File: config.mk
export PLATFORM = sky130hd
export DESIGN_NAME = serial_message_framer
export DESIGN_NICKNAME = d
export VERILOG_FILES = /design/src/hw/rtl/smf_pkg.sv /design/src/hw/rtl/smf_engine.sv /design/src/hw/rtl/serial_message_framer.sv
export SDC_FILE = /design/constraint.sdc
export NUM_CORES = 1
export LEC_CHECK = 0
export ABC_CLOCK_PERIOD_IN_PS = 5300
export BUFFER_PORTS_ARGS = -buffer_cell sky130_fd_sc_hd__buf_2
export CAP_MARGIN = 20
export CORE_ASPECT_RATIO = 0.8
export CORE_MARGIN = 5
export CORE_UTILIZATION = 54
export DETAILED_ROUTE_END_ITERATION = 7
export PLACE_DENSITY = 0.77
export SETUP_SLACK_MARGIN = 0.05
export SLEW_MARGIN = 10
export SYNTH_ARGS = -nofsm -noshare
export SYNTH_HDL_FRONTEND = slang
export SYNTH_HIERARCHICAL = 1
export SYNTH_SLANG_ARGS = --single-unit
File: constraint.sdc
create_clock -name clk -period 5.3 [get_ports clk]
set_input_delay 0.265 -clock clk [delete_from_list [all_inputs] [get_ports clk]]
set_output_delay 0.265 -clock clk [all_outputs]
set_load 0.005 [all_outputs]
File: src/hw/rtl/smf_pkg.sv
// ----------------------------------------------------------------------------
// smf_pkg: shared types and codes for the serial message framer
// Request payload structs, frame mode codes and configuration register
// indexes.
// ----------------------------------------------------------------------------
package smf_pkg;

  typedef struct packed {
    logic [7:0]  message_type;
    logic [31:0] payload_length;
    logic [7:0]  data_byte;
  } in_item_t;

  typedef struct packed {
    logic [7:0] out_byte;
    logic       frame_end;
    logic       type_error;
  } out_item_t;

  // Handshake between the frame engine and the top level
  typedef struct packed {
    logic emit;     // result is valid this cycle
    logic consume;  // held input request is used up
  } eng_ctl_t;

  localparam logic [1:0] MODE_IDLE    = 2'd0;
  localparam logic [1:0] MODE_PAYLOAD = 2'd1;
  localparam logic [1:0] MODE_DROP    = 2'd2;

  localparam logic [1:0] REG_START_BYTE = 2'd0;
  localparam logic [1:0] REG_NODE_BYTE  = 2'd1;
  localparam logic [1:0] REG_TYPE_LIMIT = 2'd2;

  localparam logic [8:0] TYPE_LIMIT_RESET = 9'd256;

endpackage

File: src/hw/rtl/smf_engine.sv
// ----------------------------------------------------------------------------
// smf_engine: frame sequencer
// Turns the held input request into frame bytes, one per cycle while the
// output is open, tracking mode, payload count and running checksum.
// ----------------------------------------------------------------------------
module smf_engine (
  input  logic               clk,
  input  logic               rst,
  input  logic               item_valid,
  input  smf_pkg::in_item_t  item,
  input  logic               out_open,
  input  logic [7:0]         start_byte,
  input  logic [7:0]         node_byte,
  input  logic [8:0]         type_limit,
  output smf_pkg::eng_ctl_t  ctl,
  output smf_pkg::out_item_t res
);

  // byte positions within a frame's first request
  localparam logic [3:0] STEP_START = 4'd0;
  localparam logic [3:0] STEP_NODE  = 4'd1;
  localparam logic [3:0] STEP_TYPE  = 4'd2;
  localparam logic [3:0] STEP_LEN3  = 4'd3;
  localparam logic [3:0] STEP_LEN2  = 4'd4;
  localparam logic [3:0] STEP_LEN1  = 4'd5;
  localparam logic [3:0] STEP_LEN0  = 4'd6;
  localparam logic [3:0] STEP_DATA  = 4'd7;
  localparam logic [3:0] STEP_SUM   = 4'd8;

  logic [1:0]  mode, mode_next;
  logic [31:0] bytes_left, bytes_left_next;
  logic [7:0]  running_sum, running_sum_next;
  logic [3:0]  step, step_next;

  logic        type_bad;
  logic        len_zero;
  logic [7:0]  hdr_byte;

  assign type_bad = ({1'b0, item.message_type} >= type_limit);
  assign len_zero = (item.payload_length == 32'd0);

  always_comb begin
    unique case (step)
      STEP_START: hdr_byte = start_byte;
      STEP_NODE:  hdr_byte = node_byte;
      STEP_TYPE:  hdr_byte = item.message_type;
      STEP_LEN3:  hdr_byte = item.payload_length[31:24];
      STEP_LEN2:  hdr_byte = item.payload_length[23:16];
      STEP_LEN1:  hdr_byte = item.payload_length[15:8];
      STEP_LEN0:  hdr_byte = item.payload_length[7:0];
      default:    hdr_byte = item.data_byte;
    endcase
  end

  always_comb begin
    ctl              = '0;
    res              = '0;
    mode_next        = mode;
    bytes_left_next  = bytes_left;
    running_sum_next = running_sum;
    step_next        = step;

    if (item_valid) begin
      unique case (mode)
        smf_pkg::MODE_PAYLOAD: begin
          if (out_open) begin
            ctl.emit = 1'b1;
            if (step == STEP_START) begin
              res.out_byte     = item.data_byte;
              running_sum_next = running_sum + item.data_byte;
              bytes_left_next  = bytes_left - 32'd1;
              if (bytes_left == 32'd1) begin
                step_next = STEP_NODE;  // checksum follows on the same request
              end else begin
                ctl.consume = 1'b1;
              end
            end else begin
              res.out_byte     = running_sum;
              res.frame_end    = 1'b1;
              running_sum_next = '0;
              mode_next        = smf_pkg::MODE_IDLE;
              step_next        = STEP_START;
              ctl.consume      = 1'b1;
            end
          end
        end
        smf_pkg::MODE_DROP: begin
          // dropped payload needs no output slot
          ctl.consume     = 1'b1;
          bytes_left_next = bytes_left - 32'd1;
          if (bytes_left == 32'd1) begin
            mode_next = smf_pkg::MODE_IDLE;
          end
        end
        default: begin
          if (out_open) begin
            ctl.emit = 1'b1;
            if (step == STEP_START && type_bad) begin
              res.frame_end    = 1'b1;
              res.type_error   = 1'b1;
              running_sum_next = '0;
              ctl.consume      = 1'b1;
              if (item.payload_length > 32'd1) begin
                bytes_left_next = item.payload_length - 32'd1;
                mode_next       = smf_pkg::MODE_DROP;
              end else begin
                bytes_left_next = '0;
                mode_next       = smf_pkg::MODE_IDLE;
              end
            end else if (step == STEP_SUM || (step == STEP_DATA && len_zero)) begin
              res.out_byte     = running_sum;
              res.frame_end    = 1'b1;
              running_sum_next = '0;
              bytes_left_next  = '0;
              mode_next        = smf_pkg::MODE_IDLE;
              step_next        = STEP_START;
              ctl.consume      = 1'b1;
            end else begin
              res.out_byte = hdr_byte;
              if (step == STEP_START) begin
                running_sum_next = hdr_byte;
              end else begin
                running_sum_next = running_sum + hdr_byte;
              end
              if (step == STEP_DATA) begin
                bytes_left_next = item.payload_length - 32'd1;
                if (item.payload_length == 32'd1) begin
                  step_next = STEP_SUM;
                end else begin
                  mode_next   = smf_pkg::MODE_PAYLOAD;
                  step_next   = STEP_START;
                  ctl.consume = 1'b1;
                end
              end else begin
                step_next = step + 4'd1;
              end
            end
          end
        end
      endcase
    end
  end

  always_ff @(posedge clk) begin
    if (rst) begin
      mode        <= smf_pkg::MODE_IDLE;
      bytes_left  <= '0;
      running_sum <= '0;
      step        <= STEP_START;
    end else begin
      mode        <= mode_next;
      bytes_left  <= bytes_left_next;
      running_sum <= running_sum_next;
      step        <= step_next;
    end
  end

endmodule

File: src/hw/rtl/serial_message_framer.sv
// ----------------------------------------------------------------------------
// serial_message_framer: byte framer with additive checksum
// Wraps payload bytes in start, node, type and length header bytes and
// closes each frame with a modulo-256 checksum byte.
// ----------------------------------------------------------------------------
// Usage:
//   Input channel (in_valid/in_stall/in_item): the first request of a frame
//   carries type and length plus the first payload byte; later requests
//   carry one payload byte each. A zero-length frame is one request.
//   Output channel (out_valid/out_stall/out_item): one result per frame
//   byte, frame_end on the checksum byte. A type at or above type_limit
//   gives one error result and the frame's payload requests are swallowed.
//   Config channel (cfg_valid/cfg_ready/cfg_index/cfg_data): always ready;
//   write only while the framer is idle.
// Timing:
//   A request is registered on accept in the input register; its results
//   are registered in the output register. Payload requests run at one per
//   cycle unless the output stalls; the last one of a frame also gives the
//   checksum byte. A frame's first request holds the sequencer for the
//   header plus checksum or first payload byte (plus checksum for a one-byte
//   frame), a rejected type for its error result; in_stall stays high until
//   its last byte. Dropped payload runs at one request per cycle, no output.
// Reset: rst (synchronous) empties both registers, returns to idle and
//   restores start 0, node 0, type_limit 256.
// Stall: out_stall holds the output register; the sequencer halts, but for
//   dropped payload, and once the input register is full, in_stall rises.
// ----------------------------------------------------------------------------
module serial_message_framer (
  input  logic               clk,
  input  logic               rst,
  input  logic               in_valid,
  output logic               in_stall,
  input  smf_pkg::in_item_t  in_item,
  output logic               out_valid,
  input  logic               out_stall,
  output smf_pkg::out_item_t out_item,
  input  logic               cfg_valid,
  output logic               cfg_ready,
  input  logic [1:0]         cfg_index,
  input  logic [8:0]         cfg_data
);

  logic [7:0]         start_byte;
  logic [7:0]         node_byte;
  logic [8:0]         type_limit;

  logic               item_valid;
  smf_pkg::in_item_t  item;

  logic               out_open;
  smf_pkg::eng_ctl_t  ctl;
  smf_pkg::out_item_t res;

  // config registers: always ready, unknown indexes ignored
  assign cfg_ready = 1'b1;

  always_ff @(posedge clk) begin
    if (rst) begin
      start_byte <= '0;
      node_byte  <= '0;
      type_limit <= smf_pkg::TYPE_LIMIT_RESET;
    end else if (cfg_valid && cfg_ready) begin
      unique case (cfg_index)
        smf_pkg::REG_START_BYTE: start_byte <= cfg_data[7:0];
        smf_pkg::REG_NODE_BYTE:  node_byte  <= cfg_data[7:0];
        smf_pkg::REG_TYPE_LIMIT: type_limit <= cfg_data;
        default: ;
      endcase
    end
  end

  // input register: hold the request until the sequencer consumes it;
  // a new request can load in the same cycle the old one is consumed
  assign in_stall = item_valid && !ctl.consume;

  always_ff @(posedge clk) begin
    if (rst) begin
      item_valid <= 1'b0;
    end else if (in_valid && !in_stall) begin
      item_valid <= 1'b1;
    end else if (ctl.consume) begin
      item_valid <= 1'b0;
    end
  end

  always_ff @(posedge clk) begin
    if (in_valid && !in_stall) begin
      item <= in_item;
    end
  end

  // output register opens when empty or being drained this cycle
  assign out_open = !out_valid || !out_stall;

  smf_engine u_engine (
    .clk        (clk),
    .rst        (rst),
    .item_valid (item_valid),
    .item       (item),
    .out_open   (out_open),
    .start_byte (start_byte),
    .node_byte  (node_byte),
    .type_limit (type_limit),
    .ctl        (ctl),
    .res        (res)
  );

  // result register: advance when open, hold while stalled
  always_ff @(posedge clk) begin
    if (rst) begin
      out_valid <= 1'b0;
    end else if (out_open) begin
      out_valid <= ctl.emit;
    end
  end

  always_ff @(posedge clk) begin
    if (out_open && ctl.emit) begin
      out_item <= res;
    end
  end

endmodule

==> run metrics, run 1 <==
status=finished clean; vias per inst=6.26; slowest stage delay, CP=0.69 ns; Row Count=39; fmax=242 MHz; Die Span X=146 um; Worst R2R Setup Slack=1.16 ns; Hold Path Sink=item[0]; vias in the first global route=6301; area occupied by multi-input gates=4520 um2; Mapped Nets=960; max-slew violations=0; Post-DRT Antenna Nets=0; Hold Path Depth=1; Arrival @ worst endpoint=4.27 ns; final non-filler cell total=1131; cell area power density=292 nW/um2; largest net degree at the start of global routing=46; GR Overflow Total=0; sw frac=0.284; Synth Cell Area=8040 um2; Critical Path RT=5.43 ns; register clock-pin slew on the reported worst setup and hold paths=0.06 ns; Root Buffer Master=clkbuf_16; Initial DRC Count=979; Initial Util=0.557; Fillers=1149; CTS Buf Count=17; H-tree depth=4; ANT cells=0; Syn. warnings=6; clock network fraction of design power=0.410; router iterations before antenna repair=8; dpl cells=1084; Max clock buf depth=2; Design Power=2.69 mW; Psw=0.763 mW; worst vdd ir=0.270 mV; Avg Cell Area, Syn=9.33 um2; wire per inst=19.6 um; number of max-cap violations=0; post-synth cell types=87; worst r2r dst=item[43]; Final HPWL DP=15.4 mm; core area=14400 um2; type of origin of the critical path=register; Setup Skew=0.00876 ns; Sum Neg Setup Slack=0 ns; IO Pins=77; CTS Sinks=131; post-CTS setup buffers=0; CP max FO=25; Post-DP Area=8520 um2; RePlAce Congestion=0.931; kind of cell adding the most delay to the critical path=simple AND/OR/NAND/NOR gates; Post-synth ARST share=0; Global Route Usage Sum=0.251; minimum clock period=4.14 ns; Final Hold Fails=0; fraction of power consumed by sequential logic=0.431; Crit Reg-Reg Startpoint=u_engine/step[0]; Int Power=1.93 mW; synthesis-stage register bit count=131; die area=17400 um2; final setup fails=0; clk_lat worst skew=0.43 ns; Hold Startpoint=in_item[0]; kind of critical path=reg2reg; endpoint class of the critical path=register; layout cell share with drive strength beyond 1=0.159; Slowest-stage cell, CP=nor3b_2; initial antenna violation count=0; Nets=1032; Leakage=3.60 nW; EDFF count, synth=58; P&R area growth vs syn=14.5%; final wirelength=22.2 mm; period utilization=0.781; register area=3200 um2; max_slew headroom=0.358; DR vias=7084; Mapped Cells=862; worst-path cell chain=inv_1, ha_1, nor3b_2, nand2b_1, or2_2, and3_1, a221oi_1, nor2b_1, nor2b_4, buf_4; number of remaining DRC errors=0; RSZ-0062 raised after global routing=false; number of port buffers=75; part of the Yosys area used for sequential elements=0.398; global-route wire length before repair=34.8 mm; TritonCTS clock tree=done; Synth Flop Type=dfxtp_1; HP Class=in2reg; die height=119 um; Logic pwr share=0.159; worst slew pin tran=0.962 ns; post-layout instance area=9210 um2; Buf/Inv on CP=2; R2R depth=10
placed cells by master, fill, tap and decap left out, types with 7 or more instances in the layout:
cell type,count
a211oi_1,11
a21oi_1,29
a221oi_1,12
a22oi_1,9
a31oi_1,7
buf_2,76
buf_4,10
clkbuf_16,17
dfxtp_1,73
dlygate4sd3_1,14
edfxtp_1,58
ha_1,32
inv_1,31
mux2i_1,39
nand2_1,48
nand2b_1,40
nand3_1,17
nor2_1,73
nor2b_1,26
nor3_1,37
nor4_1,13
o211ai_1,17
o21ai_0,40
o221ai_1,11
o22ai_1,8
or3_1,11
or4_1,17
xnor2_1,24
xor2_1,17
worst max path at each step:
stage | to | depth (start not counted) | from
2_1_floorplan | item[0] | 8 | item[38]
3_3_place_gp | item[1] | 10 | item[38]
3_5_place_dp | item[5] | 10 | u_engine/step[0]
4_1_cts | item[5] | 10 | u_engine/step[0]
5_1_grt | item[1] | 10 | u_engine/step[0]
6_report | item[43] | 10 | u_engine/step[0]
cell type report:
cell class	instances	share of cell area
clock inverters	12	0.0120
clock buffers	20	0.0474
multi-input cells	653	0.491
well taps	184	0.0250
inverters	31	0.0126
flip-flops and latches	131	0.348
repair buffers	100	0.0647
registers in the layout, summed over array words and instances (netlist names), 2 cells and up:
register / cells
item: 48
node_byte: 8
out_item: 10
start_byte: 8
type_limit: 9
u_engine/bytes_left: 32
u_engine/mode: 2
u_engine/running_sum: 8
u_engine/step: 4
layer usage:
layer | track usage | up-vias | share of wire
li1 | - | 3350 | -
met4 | 0.0658 | 0 | 0.017
met2 | 0.352 | 362 | 0.42
met1 | 0.375 | 3337 | 0.45
met5 | 0 | - | 0
met3 | 0.0744 | 35 | 0.11
metrics by stage:
stage | hold WS [ns] | worst slack [ns] | util
2_1_floorplan | 0.364 | 0.313 | -
3_3_place_gp | 0.442 | 1.31 | 0.590
3_5_place_dp | 0.443 | 1.24 | 0.590
4_1_cts | 0.000975 | 1.22 | 0.637
5_1_grt | 0.000181 | 0.874 | 0.638
6_report | 0.00977 | 1.16 | 0.638
logic make-up (layout without fill, tap and decap cells):
logic type | Yosys count | after routing | synth area share
xor+xnor | 41 | 41 | 0.0446
flops | 131 | 131 | 0.398
simple gates | 334 | 334 | 0.233
other cells | 1 | 1 | 0.000466
fa+ha+maj | 34 | 34 | 0.0548
compound gates | 200 | 200 | 0.173
buf+inv | 78 | 163 | 0.0414
mux | 43 | 43 | 0.0541
synthesized netlist by cell type, types with 7 or more instances:
cell      count  area share
dfxtp_1      73        0.18
nor2_1       73       0.034
edfxtp_1     58        0.22
nand2_1      48       0.022
nand2b_1     40       0.031
o21ai_0      40       0.025
mux2i_1      39       0.049
nor3_1       37       0.023
clkbuf_1     33       0.015
ha_1         32       0.050
inv_1        31       0.014
a21oi_1      29       0.018
nor2b_1      27       0.021
xnor2_1      24       0.026
nand3_1      17       0.011
o211ai_1     17       0.016
or4_1        17       0.016
xor2_1       17       0.019
nor4_1       13       0.010
a221oi_1     12       0.013
a211oi_1     11       0.010
o221ai_1     11       0.012
or3_1        11      0.0086
a22oi_1       9      0.0084
o22ai_1       8      0.0062
a31oi_1       7      0.0054
power groups by stage:
stage	registers [mW]	logic, mW	clock network (mW)
finish	1.16	0.427	1.10
global route	1.17	0.467	1.16
CTS	1.16	0.415	1.11
detailed placement	1.18	0.403	0
global placement	1.18	0.399	0
floorplan	1.16	0.292	0
timing repair:
action                                 CTS  global route
hold buffers                            13             1
endpoints found under the hold margin   13             1
gates resized for setup                  0             0
setup endpoints to repair                0             0
Power figures use the tool's default switching activity.
==> run 2, diff against run 1 <==
- ABC_CLOCK_PERIOD_IN_PS: 5300 -> 4290
- CORE_UTILIZATION: 54 -> 56
- PLACE_DENSITY: 0.77 -> 0.76
- clock period: 5.3 -> 4.29 ns (I/O delays scaled with it)
==> run metrics, run 2 (synthesis results as in run 1) <==
status=finished clean; ANT cells=0 (unchanged); kind of critical path=reg2reg; number of max-cap violations=0 (unchanged); cell area power density=363 nW/um2 (+24%); Top reg by flops=item; die area=16900 um2 (-3.3%); worst vdd ir=0.279 mV (+3.0%); Final Hold Fails=0 (unchanged); Nets=1069 (+3.6%); worst hold margin=0.0544 ns (+0.0446 ns); post-layout instance area=9630 um2 (+4.5%); Fillers=1085 (-5.6%); type of origin of the critical path=register; Die Span X=144 um (-1.7%); Sum Neg Setup Slack=0 ns (unchanged); Critical Path RT=4.64 ns (-0.79 ns); number of remaining DRC errors=0 (unchanged); layout cell share with drive strength beyond 1=0.159 (-0.000914); Row Count=39 (unchanged); largest net degree at the start of global routing=51 (+11%); max_slew headroom=0.290 (-0.0682); HP Class=in2reg; Setup Skew=0.0104 ns (+0.00164 ns); Max clock buf depth=2 (unchanged); worst-path cell chain=ha_1, nor3_1, a21o_1, a222oi_1, nand2_1, ha_1, a21oi_1, o211ai_1, o41ai_1, mux2i_1, xor2_1, nand2_1, a41oi_1; slowest stage delay, CP=0.64 ns (-0.05 ns); final setup fails=0 (unchanged); endpoint class of the critical path=register; wire per inst=21.0 um (+7.0%); RePlAce Congestion=0.903 (-3.0%); core area=14200 um2 (-1.7%); Slowest-stage cell, CP=ha_1; Arrival @ worst endpoint=4.19 ns (-0.08 ns); Final HPWL DP=15.7 mm (+1.9%); RSZ-0062 raised after global routing=false; router iterations before antenna repair=6 (-2); TritonCTS clock tree=done; global-route wire length before repair=38.3 mm (+10%); post-CTS setup buffers=0 (unchanged); IO Pins=77 (unchanged); Initial DRC Count=920 (-6.0%); period utilization=0.895 (+0.114); GR Overflow Total=0 (unchanged); vias in the first global route=6897 (+9.5%); final setup margin=0.451 ns (-0.710 ns); Post-Place Worst Slack=0.325 ns (-0.918 ns); CP max FO=15 (-40%); initial antenna violation count=1 (+1); Leakage=3.78 nW (+5.1%); max reg flops=48 (unchanged); DR vias=7352 (+3.8%); max-slew violations=0 (unchanged); most frequent cells in the layout=buf_2 (75), nor2_1 (73), dfxtp_1 (73); worst slew pin tran=1.06 ns (+0.102 ns); clk_lat worst skew=0.43 ns (about the same); register area=3200 um2 (unchanged); fmax=261 MHz (+7.8%); commonest non-fill, non-tap cell in the layout=buf_2; vias per inst=6.29 (+0.50%); final wirelength=24.5 mm (+10%); P&R area growth vs syn=19.7%; Post-DRT Antenna Nets=0 (unchanged); Root Buffer Master=clkbuf_16; biggest regs=item x48, u_engine/bytes_left x32, out_item x10; CTS Buf Count=17 (unchanged); Global Route Usage Sum=0.297 (+0.0458); Post-DP Area=8540 um2 (+0.26%); Initial Util=0.566 (+0.00957); minimum clock period=3.84 ns (-0.300 ns); Worst R2R Setup Slack=0.45 ns (-0.71 ns); area occupied by multi-input gates=4530 um2 (+0.19%); number of port buffers=75 (unchanged); H-tree depth=4 (unchanged); die height=117 um (-1.6%); register clock-pin slew on the reported worst setup and hold paths=0.06 ns (about the same); CTS Sinks=131 (unchanged)
## run 2: path summary, 6_finish.rpt
path	start	depth (start not counted)	endpoint
hold reg to reg	type_limit[4]	2	type_limit[4]
setup reg to reg	u_engine/step[0]	13	u_engine/running_sum[7]
hold / removal	out_stall	3	out_valid
setup / recovery	u_engine/step[0]	13	u_engine/running_sum[7]
## run 2: layout make-up
| cell class | count | share of cell area |
|---|---|---|
| sequential | 131 | 0.333 |
| clock inverter | 14 | 0.0170 |
| tap | 184 | 0.0239 |
| multi-input combinational | 654 | 0.470 |
| clock buffer | 18 | 0.0446 |
| timing repair buffer | 136 | 0.0994 |
| inverter | 31 | 0.0121 |
## run 2: repair_timing
item / CTS / global route
hold endpoints to repair: 48 / 0
resized for setup: 0 / 1
hold buffers: 48 / 0
endpoints found under the setup margin: 0 / 29
## run 2: layer usage
metal | track usage | up-vias | part of all wire
met3 | 0.102 | 37 | 0.12
li1 | - | 3426 | -
met1 | 0.405 | 3462 | 0.42
met5 | 0 | - | 0.00053
met4 | 0.0897 | 2 | 0.017
met2 | 0.448 | 425 | 0.44
## run 2: worst max-delay path, delay by kind of cell, from the launching register on
family                   cells  cell delay, ns
flip-flops                   1            0.42
AND/OR/NAND/NOR              3            0.40
multiplexers                 1            0.26
AO/OA/AOI/OAI                6            1.58
XOR/XNOR                     1            0.15
adder cells (fa/ha/maj)      2            0.95
## run 2: power breakdown
group	internal [mW]	switching, mW	total [mW]	leakage (nW)
clock network	0.874	0.624	1.50	0.282
registers	1.37	0.0626	1.43	1.15
logic	0.238	0.331	0.568	2.35
## run 2: per-stage QoR
step	total power, mW	utilization	cells
after floorplan	1.80	-	862
after global placement	1.95	0.602	1087
after detailed placement	1.96	0.602	1087
after CTS	3.47	0.677	1167
after global routing	3.63	0.678	1168
final	3.50	0.678	1168
==> run 3, diff against run 2 <==
- SYNTH_HIERARCHICAL: 1 -> default
==> run metrics, run 3 <==
status=finished clean; dpl cells=1064 (-2.1%); Final HPWL DP=15.4 mm (-1.7%); endpoint class of the critical path=output port; post-synthesis mux area share=0.0552 (+0.00109); Setup Skew=0.0113 ns (+0.000911 ns); kind of critical path=reg2out; fin util=0.690 (+0.0124); fmax=255 MHz (-2.3%); top post-synthesis cells by count=nor2_1 (101), dfxtp_1 (73), edfxtp_1 (58); Nets=1049 (-1.9%); Synth area leader=edfxtp_1; vias in the first global route=6724 (-2.5%); part of the Yosys area used for sequential elements=0.413 (+0.0151); die height=115 um (-1.7%); commonest non-fill, non-tap cell in the layout=nor2_1; Mapped Cells=843 (-2.2%); Row Count=38 (-2.6%); DR vias=7245 (-1.5%); worst vdd ir=0.401 mV (+44%); TritonCTS clock tree=done; initial antenna violation count=0 (-1); post-layout instance area=9360 um2 (-2.8%); clk_lat worst skew=0.43 ns (about the same); post-CTS sizing=0 (unchanged); Mapped Nets=941 (-2.0%); Initial DRC Count=1069 (+16%); Final Hold Fails=0 (unchanged); RePlAce Congestion=0.996 (+10%); Synth Area in Compound Gates=0.198 (+0.0242); Max clock buf depth=2 (unchanged); GR Overflow Total=0 (unchanged); final wirelength=23.4 mm (-4.4%); final setup fails=0 (unchanged); core area=13600 um2 (-4.6%); HP Class=in2reg; router iterations before antenna repair=7 (+1); final non-filler cell total=1144 (-2.1%); max reg flops=48 (unchanged); RSZ-0062 raised after global routing=false; synthesis-stage register bit count=131 (unchanged); most frequent cell after synthesis=nor2_1; vias per inst=6.33 (+0.61%); type of origin of the critical path=register; CTS Buf Count=17 (unchanged); register clock-pin slew on the reported worst setup and hold paths=0.07 ns (about the same); Leakage=3.69 nW (-2.5%); most frequent cells in the layout=nor2_1 (101), buf_2 (75), dfxtp_1 (73); Die Span X=142 um (-1.7%); worst slew pin tran=1.03 ns (-0.0327 ns); Synth area leaders=edfxtp_1 (22%), dfxtp_1 (19%), ha_1 (5.2%), nor2_1 (4.9%), mux2i_1 (4.7%); period utilization=0.916 (+0.0209); wire per inst=20.5 um (-2.4%); Avg Cell Area, Syn=9.19 um2 (-1.5%); Synth top area share=0.225 (+0.00822); Syn. warnings=0 (-6); Global Route Usage Sum=0.295 (-0.00188); Post-synth ARST share=0 (unchanged); cell area power density=395 nW/um2 (+8.6%); CTS Sinks=131 (unchanged); Sum Neg Setup Slack=0 ns (unchanged); EDFF count, synth=58 (unchanged); Synth Flop Type=dfxtp_1; number of max-cap violations=0 (unchanged); P&R area growth vs syn=20.7%; largest net degree at the start of global routing=49 (-3.9%); CP max FO=10 (-5); largest family of logic cells by synthesized area=compound AO/OA/AOI/OAI gates; max-slew violations=0 (unchanged); Post-DRT Antenna Nets=0 (unchanged); Arrival @ worst endpoint=3.71 ns (-0.48 ns); simple-gate share of the synthesized area=0.191 (-0.0419); Post-DP Area=8250 um2 (-3.4%); Critical Path RT=4.08 ns (-0.56 ns); post-synthesis xor/xnor area fraction=0.0430 (-0.00170); Design Power=3.69 mW (+5.5%); max_slew headroom=0.313 (+0.0228); Top reg by flops=item; Adder-Cell Fraction of Synth Area=0.0568 (+0.00208); biggest regs=item x48, u_engine.bytes_left x32, out_item x10; post-synth cell types=74 (-15%); die area=16300 um2 (-3.4%); Synth Cell Area=7750 um2 (-3.7%); Root Buffer Master=clkbuf_16; H-tree depth=4 (unchanged); minimum clock period=3.93 ns (+0.0895 ns); IO Pins=77 (unchanged); Initial Util=0.572 (+0.00544); layout cell share with drive strength beyond 1=0.150 (-0.00812); global-route wire length before repair=37.3 mm (-2.6%); number of remaining DRC errors=0 (unchanged); number of port buffers=75 (unchanged); ANT cells=0 (unchanged)
[run 3: cell count changes after synthesis, sizes merged, moves of 8 or more]
cell,before,now
a221oi,12,4
nor2b,27,7
o211ai,17,3
xnor2,24,16
o221ai,11,3
a21oi,29,57
nor2,73,101
nand2b,40,15
or4,22,13
[run 3: repair_timing]
action / in CTS / in global routing
hold buffers: 48 / 0
setup buffers: 0 / 0
hold endpoints to repair: 48 / 0
[run 3: path summary, 6_finish.rpt]
kind,from,to,slack (ns),depth (start not counted)
max reg2reg,item[8],item[29],0.39,10
min reg2reg,type_limit[1],type_limit[1],0.50,2
max,item[8],in_stall,0.36,10
min,in_valid,item_valid,0.03,3
[run 3: critical path, stage by stage (launching register included)]
cell,delay (ns)
edfxtp_1,0.46
inv_1,0.10
ha_1,0.25
or4b_2,0.59
or4_1,0.53
or4_4,0.47
or2b_1,0.39
o41ai_1,0.16
nand2_1,0.14
inv_1,0.06
buf_2,0.12
[run 3: layout make-up]
class	count	area, um2
clock buffers	17	425
clock inverters	15	200
fillers	1010	4200
inverters	34	128
multi-input cells	633	4220
flip-flops and latches	131	3200
well taps	180	225
repair buffers	134	951
[run 3: cells by family (layout without fill, tap and decap cells)]
group,Yosys count,count (layout)
AOI/OAI and AO/OA,225,225
xor gates and xnor gates,38,38
adders and majority gates,34,34
buffers and inverters,79,200
DFF,131,131
muxes,42,42
other,1,1
and+or+nand+nor,293,293
[run 3: per-layer routing]
metal,GRT usage,part of all wire,vias to the layer above
li1,-,-,3382
met1,0.420,0.43,3313
met2,0.423,0.43,496
met3,0.0911,0.12,54
met4,0.108,0.024,0
met5,0,0,-
[run 3: report_power, final]
part           total, mW  internal, mW  switching (mW)
clock network       1.56         0.977           0.587
registers           1.46          1.38          0.0801
logic              0.668         0.272           0.396
[run 3: metrics by stage]
step                      hold slack [ns]  setup slack, ns
after floorplan                     0.313            0.481
after global placement              0.391            0.596
after detailed placement            0.393            0.497
after CTS                          0.0135            0.384
after global routing               0.0458            0.164
final                              0.0296            0.362
